[config.mk]
export PLATFORM = sky130hd
export DESIGN_NAME = lru_key_value_cache
export DESIGN_NICKNAME = d
export VERILOG_FILES = /design/src/hw/rtl/lkvc_pkg.sv /design/src/hw/rtl/lkvc_match.sv /design/src/hw/rtl/lkvc_entries.sv /design/src/hw/rtl/lru_key_value_cache.sv
export SDC_FILE = /design/constraint.sdc
export NUM_CORES = 1
export LEC_CHECK = 0
export ABC_AREA = 0
export ABC_CLOCK_PERIOD_IN_PS = 5900
export BUFFER_PORTS_ARGS = -buffer_cell sky130_fd_sc_hd__buf_2
export CAP_MARGIN = 20
export CORE_UTILIZATION = 40
export CTS_CLUSTER_SIZE = 20
export DETAILED_ROUTE_END_ITERATION = 6
export PLACE_DENSITY = 0.59
export SYNTH_ARGS = -nofsm -noshare
export SYNTH_HDL_FRONTEND = slang
export SYNTH_SLANG_ARGS = --single-unit
[constraint.sdc]
create_clock -name i_clk -period 5.9 [get_ports i_clk]
set_input_delay 1.18 -clock i_clk [delete_from_list [all_inputs] [get_ports i_clk]]
set_output_delay 1.18 -clock i_clk [all_outputs]
set_load 0.005 [all_outputs]
[src/hw/rtl/lkvc_pkg.sv]
`default_nettype none

package lkvc_pkg;

    // Geometry
    localparam int ENTRIES    = 8;
    localparam int KEY_BITS   = 32;
    localparam int VALUE_BITS = 32;
    localparam int IDX_W      = (ENTRIES > 1) ? $clog2(ENTRIES) : 1;
    localparam int AGE_W      = IDX_W;
    localparam int CNT_W      = $clog2(ENTRIES + 1);
    localparam int CAP_W      = 4;

    localparam logic [CAP_W-1:0] CAP_RESET = CAP_W'(8);

    typedef enum logic {
        REQ_INSERT = 1'b0,
        REQ_LOOKUP = 1'b1
    } t_req_type;

    typedef struct packed {
        t_req_type                     req_type;
        logic [KEY_BITS-1:0]           key;
        logic signed [VALUE_BITS-1:0]  value;
    } t_req;

    typedef struct packed {
        logic                          hit;
        logic signed [VALUE_BITS-1:0]  read_value;
        logic                          recent_valid;
        logic [KEY_BITS-1:0]           most_recent_key;
    } t_rsp;

    typedef struct packed {
        logic               hit;
        logic [ENTRIES-1:0] hit_oh;
    } t_match;

endpackage

`default_nettype wire

[src/hw/rtl/lkvc_match.sv]
`default_nettype none

module lkvc_match (
    input  wire logic [lkvc_pkg::ENTRIES-1:0]  i_valid,
    input  wire logic [lkvc_pkg::KEY_BITS-1:0] i_keys [lkvc_pkg::ENTRIES],
    input  wire logic [lkvc_pkg::KEY_BITS-1:0] i_key,
    output lkvc_pkg::t_match                    o_match
);
    import lkvc_pkg::*;

    logic [ENTRIES-1:0] eq;

    // Compare every slot at once, keep the lowest matching one
    always_comb begin
        logic found;
        found          = 1'b0;
        o_match.hit_oh = '0;
        for (int i = 0; i < ENTRIES; i++) begin
            eq[i] = i_valid[i] && (i_keys[i] == i_key);
            if (eq[i] && !found) begin
                o_match.hit_oh[i] = 1'b1;
                found             = 1'b1;
            end
        end
        o_match.hit = found;
    end

endmodule

`default_nettype wire

[src/hw/rtl/lkvc_entries.sv]
`default_nettype none

module lkvc_entries (
    input  wire logic                        i_clk,
    input  wire logic                        i_rst_n,
    input  wire logic                        i_advance,
    input  wire lkvc_pkg::t_req              i_req,
    input  wire logic [lkvc_pkg::CAP_W-1:0]  i_capacity,
    output lkvc_pkg::t_rsp                   o_rsp
);
    import lkvc_pkg::*;

    logic [KEY_BITS-1:0]          r_key   [ENTRIES];
    logic signed [VALUE_BITS-1:0] r_value [ENTRIES];
    logic [AGE_W-1:0]             r_age   [ENTRIES];
    logic [ENTRIES-1:0]           r_valid;
    logic [CNT_W-1:0]             r_used;

    logic [AGE_W-1:0]   n_age [ENTRIES];
    logic [ENTRIES-1:0] n_valid;
    logic [CNT_W-1:0]   n_used;

    t_match             match;
    logic [CNT_W-1:0]   cap_eff;
    logic [CNT_W-1:0]   cap_m1;
    logic               is_lookup;
    logic               insert_new;
    logic [AGE_W-1:0]   hit_age;
    logic [ENTRIES-1:0] kept;
    logic [ENTRIES-1:0] free_oh;
    logic [ENTRIES-1:0] rank0;
    logic [KEY_BITS-1:0]          cur_recent;
    logic signed [VALUE_BITS-1:0] hit_value;

    lkvc_match u_match (
        .i_valid (r_valid),
        .i_keys  (r_key),
        .i_key   (i_req.key),
        .o_match (match)
    );

    // Clamp capacity into 1..ENTRIES
    always_comb begin
        if (i_capacity == '0) begin
            cap_eff = CNT_W'(1);
        end else if (int'(i_capacity) > ENTRIES) begin
            cap_eff = CNT_W'(ENTRIES);
        end else begin
            cap_eff = CNT_W'(i_capacity);
        end
        cap_m1 = cap_eff - CNT_W'(1);
    end

    assign is_lookup  = (i_req.req_type == REQ_LOOKUP);
    assign insert_new = !is_lookup && !match.hit;

    // One-hot selects: hit slot age/value, current rank-0 key
    always_comb begin
        hit_age    = '0;
        hit_value  = '0;
        cur_recent = '0;
        for (int i = 0; i < ENTRIES; i++) begin
            rank0[i] = r_valid[i] && (r_age[i] == '0);
            if (match.hit_oh[i]) begin
                hit_age   = hit_age | r_age[i];
                hit_value = hit_value | r_value[i];
            end
            if (rank0[i]) begin
                cur_recent = cur_recent | r_key[i];
            end
        end
    end

    // Drop entries ranked at or beyond cap-1, then pick the lowest free slot
    always_comb begin
        logic found;
        found   = 1'b0;
        free_oh = '0;
        for (int i = 0; i < ENTRIES; i++) begin
            kept[i] = r_valid[i] && (CNT_W'(r_age[i]) < cap_m1);
            if (!kept[i] && !found) begin
                free_oh[i] = 1'b1;
                found      = 1'b1;
            end
        end
    end

    // Next recency ranks, valid marks and fill level
    always_comb begin
        n_valid = r_valid;
        n_used  = r_used;
        for (int i = 0; i < ENTRIES; i++) begin
            n_age[i] = r_age[i];
        end
        if (match.hit) begin
            for (int i = 0; i < ENTRIES; i++) begin
                if (match.hit_oh[i]) begin
                    n_age[i] = '0;
                end else if (r_valid[i] && r_age[i] < hit_age) begin
                    n_age[i] = AGE_W'(r_age[i] + 1'b1);
                end
            end
        end else if (insert_new) begin
            n_valid = kept | free_oh;
            n_used  = ((r_used >= cap_eff) ? cap_m1 : r_used) + CNT_W'(1);
            for (int i = 0; i < ENTRIES; i++) begin
                if (free_oh[i]) begin
                    n_age[i] = '0;
                end else if (kept[i]) begin
                    n_age[i] = AGE_W'(r_age[i] + 1'b1);
                end
            end
        end
    end

    always_comb begin
        o_rsp.hit        = match.hit;
        o_rsp.read_value = (match.hit && is_lookup) ? hit_value : '0;
        if (match.hit || insert_new) begin
            o_rsp.recent_valid    = 1'b1;
            o_rsp.most_recent_key = i_req.key;
        end else begin
            o_rsp.recent_valid    = (r_used != '0);
            o_rsp.most_recent_key = cur_recent;
        end
    end

    always_ff @(posedge i_clk) begin
        if (!i_rst_n) begin
            r_valid <= '0;
            r_used  <= '0;
            for (int i = 0; i < ENTRIES; i++) begin
                r_age[i] <= '0;
            end
        end else if (i_advance) begin
            r_valid <= n_valid;
            r_used  <= n_used;
            for (int i = 0; i < ENTRIES; i++) begin
                r_age[i] <= n_age[i];
            end
        end
    end

    always_ff @(posedge i_clk) begin
        for (int i = 0; i < ENTRIES; i++) begin
            if (i_advance && !is_lookup) begin
                if ((match.hit && match.hit_oh[i]) || (insert_new && free_oh[i])) begin
                    r_value[i] <= i_req.value;
                end
                if (insert_new && free_oh[i]) begin
                    r_key[i] <= i_req.key;
                end
            end
        end
    end

`ifndef SYNTHESIS
    a_used_matches_valid: assert property (@(posedge i_clk) disable iff (!i_rst_n)
        $countones(r_valid) == int'(r_used))
        else $error("fill level disagrees with valid marks");

    a_single_rank0: assert property (@(posedge i_clk) disable iff (!i_rst_n)
        (r_used != '0) == $onehot(rank0))
        else $error("rank-0 entry not unique");

    a_lookup_miss_still: assert property (@(posedge i_clk) disable iff (!i_rst_n)
        i_advance && is_lookup && !match.hit |=> $stable(r_valid) && $stable(r_used))
        else $error("lookup miss changed the cache");
`endif

endmodule

`default_nettype wire

[src/hw/rtl/lru_key_value_cache.sv]
`default_nettype none

// Channel | Direction | Handshake           | Beat
// --------+-----------+---------------------+------------------------------------
// in      | input     | i_in_valid/o_in_stall   | t_req: req_type, key, value
// out     | output    | o_out_valid/i_out_stall | t_rsp: hit, read_value,
//         |           |                     |        recent_valid, most_recent_key
// cfg     | input     | i_cfg_valid/o_cfg_ready | capacity (4 bits)
//
// One request per cycle sustained unless the output stalls; each beat passes through
// the input register, then key compare and rank update, into the result register.
// The entry table is updated in the same edge that loads the result, so the
// next request sees it at once.
// Synchronous active-low reset clears valid marks, ranks, fill level and sets
// capacity to 8; keys and values are not reset.
// A stall on the output holds the result and backs up into o_in_stall.

module lru_key_value_cache (
    input  wire logic                        i_clk,
    input  wire logic                        i_rst_n,

    input  wire logic                        i_in_valid,
    output logic                             o_in_stall,
    input  wire lkvc_pkg::t_req              i_in_data,

    output logic                             o_out_valid,
    input  wire logic                        i_out_stall,
    output lkvc_pkg::t_rsp                   o_out_data,

    input  wire logic                        i_cfg_valid,
    output logic                             o_cfg_ready,
    input  wire logic [lkvc_pkg::CAP_W-1:0]  i_cfg_data
);
    import lkvc_pkg::*;

    logic             r_in_valid;
    t_req             r_in;
    logic             r_out_valid;
    t_rsp             r_out;
    logic [CAP_W-1:0] r_capacity;

    t_rsp rsp;
    logic out_blocked;
    logic advance;

    // Advance the input register into the result register unless the result
    // is still held by a stalled consumer.
    assign out_blocked = r_out_valid && i_out_stall;
    assign advance     = r_in_valid && !out_blocked;
    assign o_in_stall  = r_in_valid && out_blocked;

    assign o_out_valid = r_out_valid;
    assign o_out_data  = r_out;
    assign o_cfg_ready = 1'b1;

    lkvc_entries u_entries (
        .i_clk      (i_clk),
        .i_rst_n    (i_rst_n),
        .i_advance  (advance),
        .i_req      (r_in),
        .i_capacity (r_capacity),
        .o_rsp      (rsp)
    );

    // Control
    always_ff @(posedge i_clk) begin
        if (!i_rst_n) begin
            r_in_valid  <= 1'b0;
            r_out_valid <= 1'b0;
            r_capacity  <= CAP_RESET;
        end else begin
            if (!o_in_stall) begin
                r_in_valid <= i_in_valid;
            end
            if (advance) begin
                r_out_valid <= 1'b1;
            end else if (!i_out_stall) begin
                r_out_valid <= 1'b0;
            end
            if (i_cfg_valid && o_cfg_ready) begin
                r_capacity <= i_cfg_data;
            end
        end
    end

    // Payload: capture a beat when the input side is open, load the result on advance
    always_ff @(posedge i_clk) begin
        if (!o_in_stall && i_in_valid) begin
            r_in <= i_in_data;
        end
        if (advance) begin
            r_out <= rsp;
        end
    end

endmodule

`default_nettype wire
---- Word-level counts from Yosys, hierarchy flattened ----
Memories as Yosys holds them, arrays and structs flattened.
Cells that the tools add are included.
storage, ports and cells
  register bits after elaboration ......... 405
  memory bits (writable) .................. 280
  output and inout port bits .............. 69
  word-level logic and storage cells ...... 367
  memories ................................ 2
memory list
  memory             depth  bits a word  rd ports  clocked after Yosys merged registers in  write ports  RTL line            RTL
  u_entries.r_value  8      32           8         0                                        1            lkvc_entries.sv:14  logic signed [VALUE_BITS-1:0] r_value [ENTRIES];
  u_entries.r_age    8      3            8         0                                        8            lkvc_entries.sv:15  logic [AGE_W-1:0] r_age [ENTRIES];
cells by class
  $add $sub $neg .......................... 10
  $lt $le $gt $ge ......................... 18
  equality and inequality tests ........... 9
  muxes and demuxes ....................... 149
  bitwise logic cells ..................... 31
  reductions and logical operators ........ 128
operators with widths
  cell                 count
  $mux 32              24
  $or 32x32->32        14
  $eq 32x32->1         8
  $reduce_or 32->1     7
  $mux 3               54
  $logic_and 1x1->1    69
  $mux 1               66
  $mux 24              2
  $lt 3x4->1           8
  $add 3x1->3 const B  8
  $logic_not 1->1      24
  $logic_not 3->1      8
  $lt 3x3->1           8
  $or 3x3->3           7
  $reduce_and 2->1     8
  $mux 4               3
  $logic_or 1x1->1     9
  $or 1x1->1           8
  $or 8x8->8           1
  $add 4x1->4 const B  1
  $ge 4x4->1           1
  $gt 4x4->1 const B   1
  $logic_not 4->1      1
  $reduce_bool 4->1    1
  other kinds (4)      4

---- Longest topological paths before layout ----
Gate-level depths: netlist of the first run.
  depth in word-level cells ............... 39
  depth in mapped cells ................... 19

---- Modules after synthesis ----
From an unflattened synthesis of the first run, not the netlist that was laid out.
unflattened totals
  cell total of the unflattened synthesis .. 1,879
  area, all modules ....................... 29,070.4 um^2
modules (own cells, without submodules)
  module               times used  cells an instance  area each (um^2)  sequential area each (um^2)
  lkvc_entries         1           1,331              21,767.1          16,335.7
  lru_key_value_cache  1           154                4,182.8           4,053.9
  lkvc_match           1           394                3,120.5           0.0

---- Worst setup path after synthesis of the first run ----
No wires, ideal clock.
  path kind ............................... flip-flop to flip-flop
  start ................................... register r_capacity[1]
  end ..................................... register u_entries.r_key[0] (netlist bit), enable pin
  arrival ................................. 5.936 ns
  required time ........................... 5.398 ns
  slack ................................... -0.538 ns
  stages on the path, launching flop included .. 13
  path buffers ............................ 0
  clock period less this slack ............ 6.438 ns
  path through ............................ dfxtp_1 o21ba_2 nor2_1 inv_1 ha_1 xor2_1 ha_1 nand2_1 nand3b_1 a31oi_1 nand3b_1 or4_1 nor4_1
between the ends
  cells in the longest elaborated chain, start to end .. 29
ends and longest elaborated chain
  what                                 RTL line                   RTL
  from (decl)                          lru_key_value_cache.sv:40  logic [CAP_W-1:0] r_capacity;
  from (signal assigned)               lru_key_value_cache.sv:81  r_capacity <= i_cfg_data;
  $gt 4x4->1                           lkvc_entries.sv:46         end else if (int'(i_capacity) > ENTRIES) begin
  $mux 4                               lkvc_entries.sv:46
  $mux 4 *                             lkvc_entries.sv:44         if (i_capacity == '0) begin
  $sub 4x1->4 *                        lkvc_entries.sv:51         cap_m1 = cap_eff - CNT_W'(1);
  $lt 3x4->1                           lkvc_entries.sv:80         kept[i] = r_valid[i] && (CNT_W'(r_age[i]) < cap_m1);
  $logic_and 1x1->1                    lkvc_entries.sv:80
  $logic_not 1->1                      lkvc_entries.sv:81         if (!kept[i] && !found) begin
  $logic_and 1x1->1                    lkvc_entries.sv:81
  [13 not listed]                      -
  $logic_not 1->1                      lkvc_entries.sv:81
  $logic_and 1x1->1                    lkvc_entries.sv:81
  $mux 1                               lkvc_entries.sv:81
  $logic_not 1->1                      lkvc_entries.sv:81
  $logic_and 1x1->1 *                  lkvc_entries.sv:81
  $mux 1 *                             lkvc_entries.sv:81
  $logic_and 1x1->1 *                  lkvc_entries.sv:150        if (insert_new && free_oh[i]) begin
  $reduce_and 2->1 (no source line) *  -
  to (signal, indexed assignment)      lkvc_entries.sv:151        r_key[i] <= i_req.key;
  to (decl)                            lkvc_entries.sv:13         logic [KEY_BITS-1:0] r_key [ENTRIES];
Mark *: on every way between the ends. The rest lies on a longest branch, timed or not.
A chain may end at the register's enable or synchronous reset.

---- Worst setup path in the final report of the first run ----
  start ................................... register r_capacity[1]
  end ..................................... memory u_entries.r_value[7][7] (netlist: u_entries.r_value[1][103]), enable pin
between the ends
  cells in the longest elaborated chain, start to end .. 34
ends and longest elaborated chain
  what                                                      RTL line             RTL
  $gt 4x4->1                                                lkvc_entries.sv:46
  $mux 4                                                    lkvc_entries.sv:46
  $mux 4 *                                                  lkvc_entries.sv:44
  $sub 4x1->4 *                                             lkvc_entries.sv:51
  $lt 3x4->1                                                lkvc_entries.sv:80
  $logic_and 1x1->1                                         lkvc_entries.sv:80
  $logic_not 1->1                                           lkvc_entries.sv:81
  $logic_and 1x1->1                                         lkvc_entries.sv:81
  [18 not listed]                                           -
  $mux 1                                                    lkvc_entries.sv:81
  $logic_and 1x1->1                                         lkvc_entries.sv:147  if ((match.hit && match.hit_oh[i]) || (insert_new && free_oh[i])) begin
  $logic_or 1x1->1                                          lkvc_entries.sv:147
  $mux 1                                                    lkvc_entries.sv:147
  $mux 1                                                    lkvc_entries.sv:146  if (i_advance && !is_lookup) begin
  $mux 1 (not written as such)                              lkvc_entries.sv:148  r_value[i] <= i_req.value;
  $reduce_or 32->1 (no source line)                         -
  $mux 3 (no source line) / $mux 1 (equally long branches)  -
  to (decl)                                                 lkvc_entries.sv:14
Marked as above.

==> run summary, run 1 <==
Setup TNS = 0 ns
non-filler cells, final = 3355
total grt overflow = 0
total power = 10.9 mW
PortBufs = 141
CTS sink cnt = 685
flops & latches, synth = 685
antenna-violating nets left = 0
worst stage delay on the critical path = 0.65 ns
Setup violations, final = 0
Period minus WS final = 5.37 ns
CP max FO = 32
number of global-route vias before repair = 19500
register area share after synthesis = 0.675
ys async rst share = 0
initial core utilization = 0.405
WL per Instance = 30.9 µm
Pre-antenna DRT Iters = 7
Post-Place Cells = 3222
pwr dens = 313 nW/µm²
Syn Area/Cell = 14.0 µm²
layout net count = 2457
largest net degree at the start of global routing = 77
residual DRC count = 0
clk buf depth = 3
Post-synth EDFFs = 667
# fillers = 6570
Die X = 277 µm
RSZ-0062 raised after global routing = no
hold crit path type = reg -> reg
clock root buffer = clkbuf_16
critical-path cell list = o21ba_2 > nor2_1 > inv_1 > ha_1 > ha_1 > or2_2 > a211o_1 > nand2_1 > nand3b_1 > or4_1 > o31ai_1 > nand4b_1 > nor2_4 > buf_4
Peak Freq = 186 MHz
delay-heaviest family, CP = simple AND/OR/NAND/NOR gates
CP bufs+invs = 2
pre-CTS setup slack = 0.597 ns
CTS Buf Count = 74
outcome = complete, no violations
Worst EP required = 6.19 ns
Clock Pin Slew Worst Setup and Hold Paths = 0.06 ns
Worst Max-Slew Pin Slew = 1.06 ns
CP endpoint kind = register
Final Cell Area = 34800 µm²
total of max-cap violations = 0
critical path class = reg -> reg
final WL = 104000 µm
synthesized instance count = 2156
Total GRT Usage = 0.267
area of the core = 74600 µm²
Vert. Die Dim = 277 µm
top_reg_cell synth = edfxtp_1
Worst Setup Start Kind = register
WHS = 0.496 ns
first-pass GRT wire length = 147000 µm
clk_skew = 0.0463 ns
worst setup margin = 0.532 ns
CP most frequent cell = ha_1
Critical-path top delay cell = ha_1
placed cell area = 32300 µm²
CP arrival = 5.66 ns
peak supply drop = 0.248 mV
Rows = 100
Via density = 6.09
cts hold-fix bufs = 0
final core occ = 0.467
Top Ports = 143
Static Leak = 11.1 nW
Area growth, synth to finish = 15.2%
Yosys warning total = 0
Unique masters post-synth = 74
fin crit share = 0.910
CTS tree = yes
Max transition margin = 0.293
Fin. Hold Viols = 0
number of H-tree levels = 3
fin. max-slew vios = 0
DR iter-0 viols = 2698
Final GP Congestion = 1.02
Post CTS Setup Buffer Count = 0
syn nets = 2284
Die ar. = 76600 µm²
# resized after CTS = 0
Skew-Pair Late Insertion Delay = 0.66 ns
initial antenna violation count = 5
cell area after synthesis = 30200 µm²
routed vias = 20400
Detail Placement HPWL = 70100 µm
share of cells above drive strength 1 = 0.153
power breakdown:
part	switching (mW)	total [mW]	internal, mW
combinational	0.401	0.600	0.199
clock	2.02	4.73	2.71
sequential	0.133	5.58	5.44
cell usage in the layout, fill, tap and decap left out, drive strengths merged, types with 5 or more instances in the layout:
cell / instances
nand4b: 8
nand3: 56
xnor2: 136
and2: 9
bufinv: 8
inv: 42
dfxtp: 18
buf: 216
and4: 6
nor4b: 8
nor2b: 12
and3b: 9
a31oi: 9
nor3: 23
a221oi: 34
nand3b: 6
xor2: 129
ha: 54
a41oi: 32
edfxtp: 667
a21oi: 131
nand4: 61
nor2: 112
nand2: 105
nor4: 58
nor3b: 6
o31ai: 6
and3: 39
a22oi: 132
a22o: 32
nand2b: 5
clkinv: 31
or4: 8
a21o: 5
clkbuf: 88
o21ai: 24
registers in the layout (all words and copies together) (netlist names):
signal             flops
o_out_valid            1
u_entries.r_age       24
o_out_data            66
r_in                  65
u_entries.r_used       4
u_entries.r_valid      8
r_capacity             4
r_in_valid             1
u_entries.r_value    256
u_entries.r_key      256
area by class of cell:
cell class / instances / area (µm²) / share of cell area
Multi-Input combinational cell: 1311 / 9260 / 0.266
Tap cell: 969 / 1210 / 0.0348
Inverter: 41 / 156 / 0.00449
Sequential cell: 685 / 20400 / 0.586
Clock buffer: 88 / 1910 / 0.0550
Timing Repair Buffer: 216 / 1320 / 0.0379
Antenna cell: 1 / 2.50 / 0.0000719
Clock inverter: 44 / 564 / 0.0162
worst paths after layout:
path	from	end	slack [ns]	cells past startpoint
max	r_capacity[1]	u_entries.r_value[1][103]	0.53	14
min	r_in_valid	o_out_valid	0.50	2
max reg2reg	r_capacity[1]	u_entries.r_value[1][103]	0.53	14
min reg2reg	r_in_valid	o_out_valid	0.50	2
worst min-delay path, delay by kind of cell, from the launching register on:
family / cells / cell delay, ns
DFF: 1 / 0.34
and+or+nand+nor: 1 / 0.07
AOI/OAI and AO/OA: 1 / 0.05
routing by layer:
layer | up-vias | routed length (µm) | global-route usage
li1 | 8740 | - | -
met1 | 10500 | 45900 | 0.397
met2 | 1055 | 46600 | 0.406
met3 | 148 | 8660 | 0.0413
met4 | 6 | 2450 | 0.0745
met5 | - | 38 | 0
Yosys cell counts (all sizes together), types with 8 or more instances:
library cell | instances | area, µm²
edfxtp | 667 | 20000
xnor2 | 136 | 1190
a22oi | 132 | 991
a21oi | 131 | 656
xor2 | 129 | 1130
nor2 | 112 | 423
nand2 | 105 | 394
clkbuf | 68 | 259
nand4 | 61 | 382
nor4 | 58 | 382
nand3 | 56 | 280
ha | 54 | 676
buf | 51 | 319
inv | 40 | 150
and3 | 39 | 244
a221oi | 34 | 298
a22o | 32 | 280
a41oi | 32 | 280
o21ai | 24 | 124
nor3 | 23 | 126
dfxtp | 18 | 360
nor2b | 12 | 75.1
a31oi | 9 | 56.3
and2 | 9 | 56.3
and3b | 9 | 78.8
nand4b | 8 | 70.1
nor4b | 8 | 76.3
or4 | 8 | 60.1
logic make-up (layout without fill, tap and decap cells):
logic type	count (synthesis)	after routing	synth area share
flip-flops	685	685	0.675
AND/OR/NAND/NOR	549	549	0.0990
AO/OA/AOI/OAI	438	438	0.101
XOR/XNOR	265	265	0.0768
buffers and inverters	160	389	0.0242
adder cells (fa/ha/maj)	54	54	0.0224
multiplexers	4	4	0.00133
other	1	2	0.000124
Note: power is estimated with default switching activity, not from simulation.
==> run 2: changes to the inputs <==
Settings changed: PLACE_DENSITY 0.59 to 0.58.
==> run 2 against run 1 <==
Clock skew decreased by 0.0058 ns. Non-clock buffer count decreased by 14. Die area unchanged. Maximum frequency increased by 3.5%. Via count decreased by 1.4%. Worst setup slack improved by 0.18 ns. Final area about the same. Highest routed layer unchanged.
==> run summary, run 2 (synthesis results as in run 1) <==
Worst Max-Slew Pin Slew = 1.02 ns
CP arrival = 5.47 ns
clk_skew = 0.0405 ns
clock root buffer = clkbuf_16
hold crit path type = reg -> reg
Static Leak = 11.1 nW
total power = 11.0 mW
number of H-tree levels = 3
clk buf depth = 3
Final Cell Area = 34800 µm²
total grt overflow = 0
share of cells above drive strength 1 = 0.148
Via density = 6.02
Post CTS Setup Buffer Count = 0
residual DRC count = 0
WL per Instance = 30.5 µm
fin. max-slew vios = 0
Area growth, synth to finish = 15.2%
Setup TNS = 0 ns
fin crit share = 0.879
Max transition margin = 0.323
Vert. Die Dim = 277 µm
RSZ-0062 raised after global routing = no
layout net count = 2444
CTS sink cnt = 685
placed cell area = 32200 µm²
Worst EP required = 6.18 ns
antenna-violating nets left = 0
DR iter-0 viols = 2726
final core occ = 0.467
initial core utilization = 0.405
CTS Buf Count = 75
first-pass GRT wire length = 145000 µm
M1 GR Usage = 0.394
peak supply drop = 0.236 mV
Setup violations, final = 0
cts hold-fix bufs = 0
commonest non-fill, non-tap cell in the layout = edfxtp_1
Total GRT Usage = 0.263
area of the core = 74600 µm²
Die X = 277 µm
# resized after CTS = 0
Rows = 100
largest net degree at the start of global routing = 59
Skew-Pair Late Insertion Delay = 0.66 ns
Fin. Hold Viols = 0
CP endpoint kind = register
Clock Pin Slew Worst Setup and Hold Paths = 0.06 ns
final WL = 102000 µm
CTS tree = yes
CP max FO = 17
Pre-antenna DRT Iters = 5
most used routing layer = met1
grt met2 use = 0.392
PortBufs = 141
routed vias = 20100
met3 usage = 0.0450
Detail Placement HPWL = 69400 µm
initial antenna violation count = 7
total of max-cap violations = 0
number of global-route vias before repair = 19400
pwr dens = 317 nW/µm²
outcome = complete, no violations
Worst Setup Start Kind = register
Storage cell area = 20400 µm²
Final GP Congestion = 1.02
Peak Freq = 193 MHz
Period minus WS final = 5.19 ns
Die ar. = 76600 µm²
# fillers = 6538
critical path class = reg -> reg
commonest non-fill, non-tap cells in the layout = edfxtp_1, buf_2, xnor2_1
Top Ports = 143
Multi-input gate area = 9260 µm²
## run 2: cell types whose count changed in the layout (fill, tap and decap cells not counted), sizes merged, moves of 2 or more
cell / delta
clkinvlp: -3
bufinv: +2
clkinv: +4
buf: -14
## run 2: area by class of cell
type,count,share of cell area
sequential,685,0.586
tap,969,0.0348
antenna,2,0.000144
timing repair buffer,202,0.0356
multi-input combinational,1311,0.266
inverter,41,0.00449
clock inverter,46,0.0173
clock buffer,89,0.0560
## run 2: final timing paths
kind	startpoint	endpoint	slack, ns	cells after the start
min	r_capacity[0]	r_capacity[0]	0.49	2
max	r_in[62]	u_entries.r_age[0][21]	0.71	17
min reg2reg	r_capacity[0]	r_capacity[0]	0.49	2
max reg2reg	r_in[62]	u_entries.r_age[0][21]	0.71	17
## run 2: critical path: stages, from the launching register on
cell and delay, ns:
edfxtp_1 0.66, xnor2_1 0.67, nand4_1 0.29, or4_1 0.67
and3b_1 0.44, buf_4 0.26, nand2_1 0.07, a21oi_1 0.16
a21oi_1 0.06, nand3_1 0.09, a21oi_1 0.05, buf_4 0.19
ha_1 0.20, nor3b_1 0.26, nand2_1 0.08, a21oi_1 0.14
a221oi_1 0.06, o21ai_0 0.46
## run 2: stage by stage
| step | cells | hold slack, ns | worst slack (ns) |
|---|---|---|---|
| finish | 3345 | 0.490 | 0.715 |
| floorplan | 2156 | 0.451 | 0.353 |
| CTS | 3342 | 0.496 | 0.793 |
| detailed placement | 3207 | 0.481 | 0.804 |
| global placement | 3207 | 0.465 | 0.787 |
| global route | 3343 | 0.526 | 0.404 |
## run 2: power by group
part           total (mW)  internal, mW  switching (mW)  leakage [nW]
clock                4.84          2.84            2.00          1.24
sequential           5.58          5.44           0.139          6.24
combinational       0.596         0.192           0.404          3.64
## run 2: metal layers
metal | vias up | routed length [µm]
li1 | 8714 | -
met1 | 10300 | 45700
met2 | 1003 | 44700
met3 | 154 | 8740
met4 | 2 | 2780
met5 | - | 15
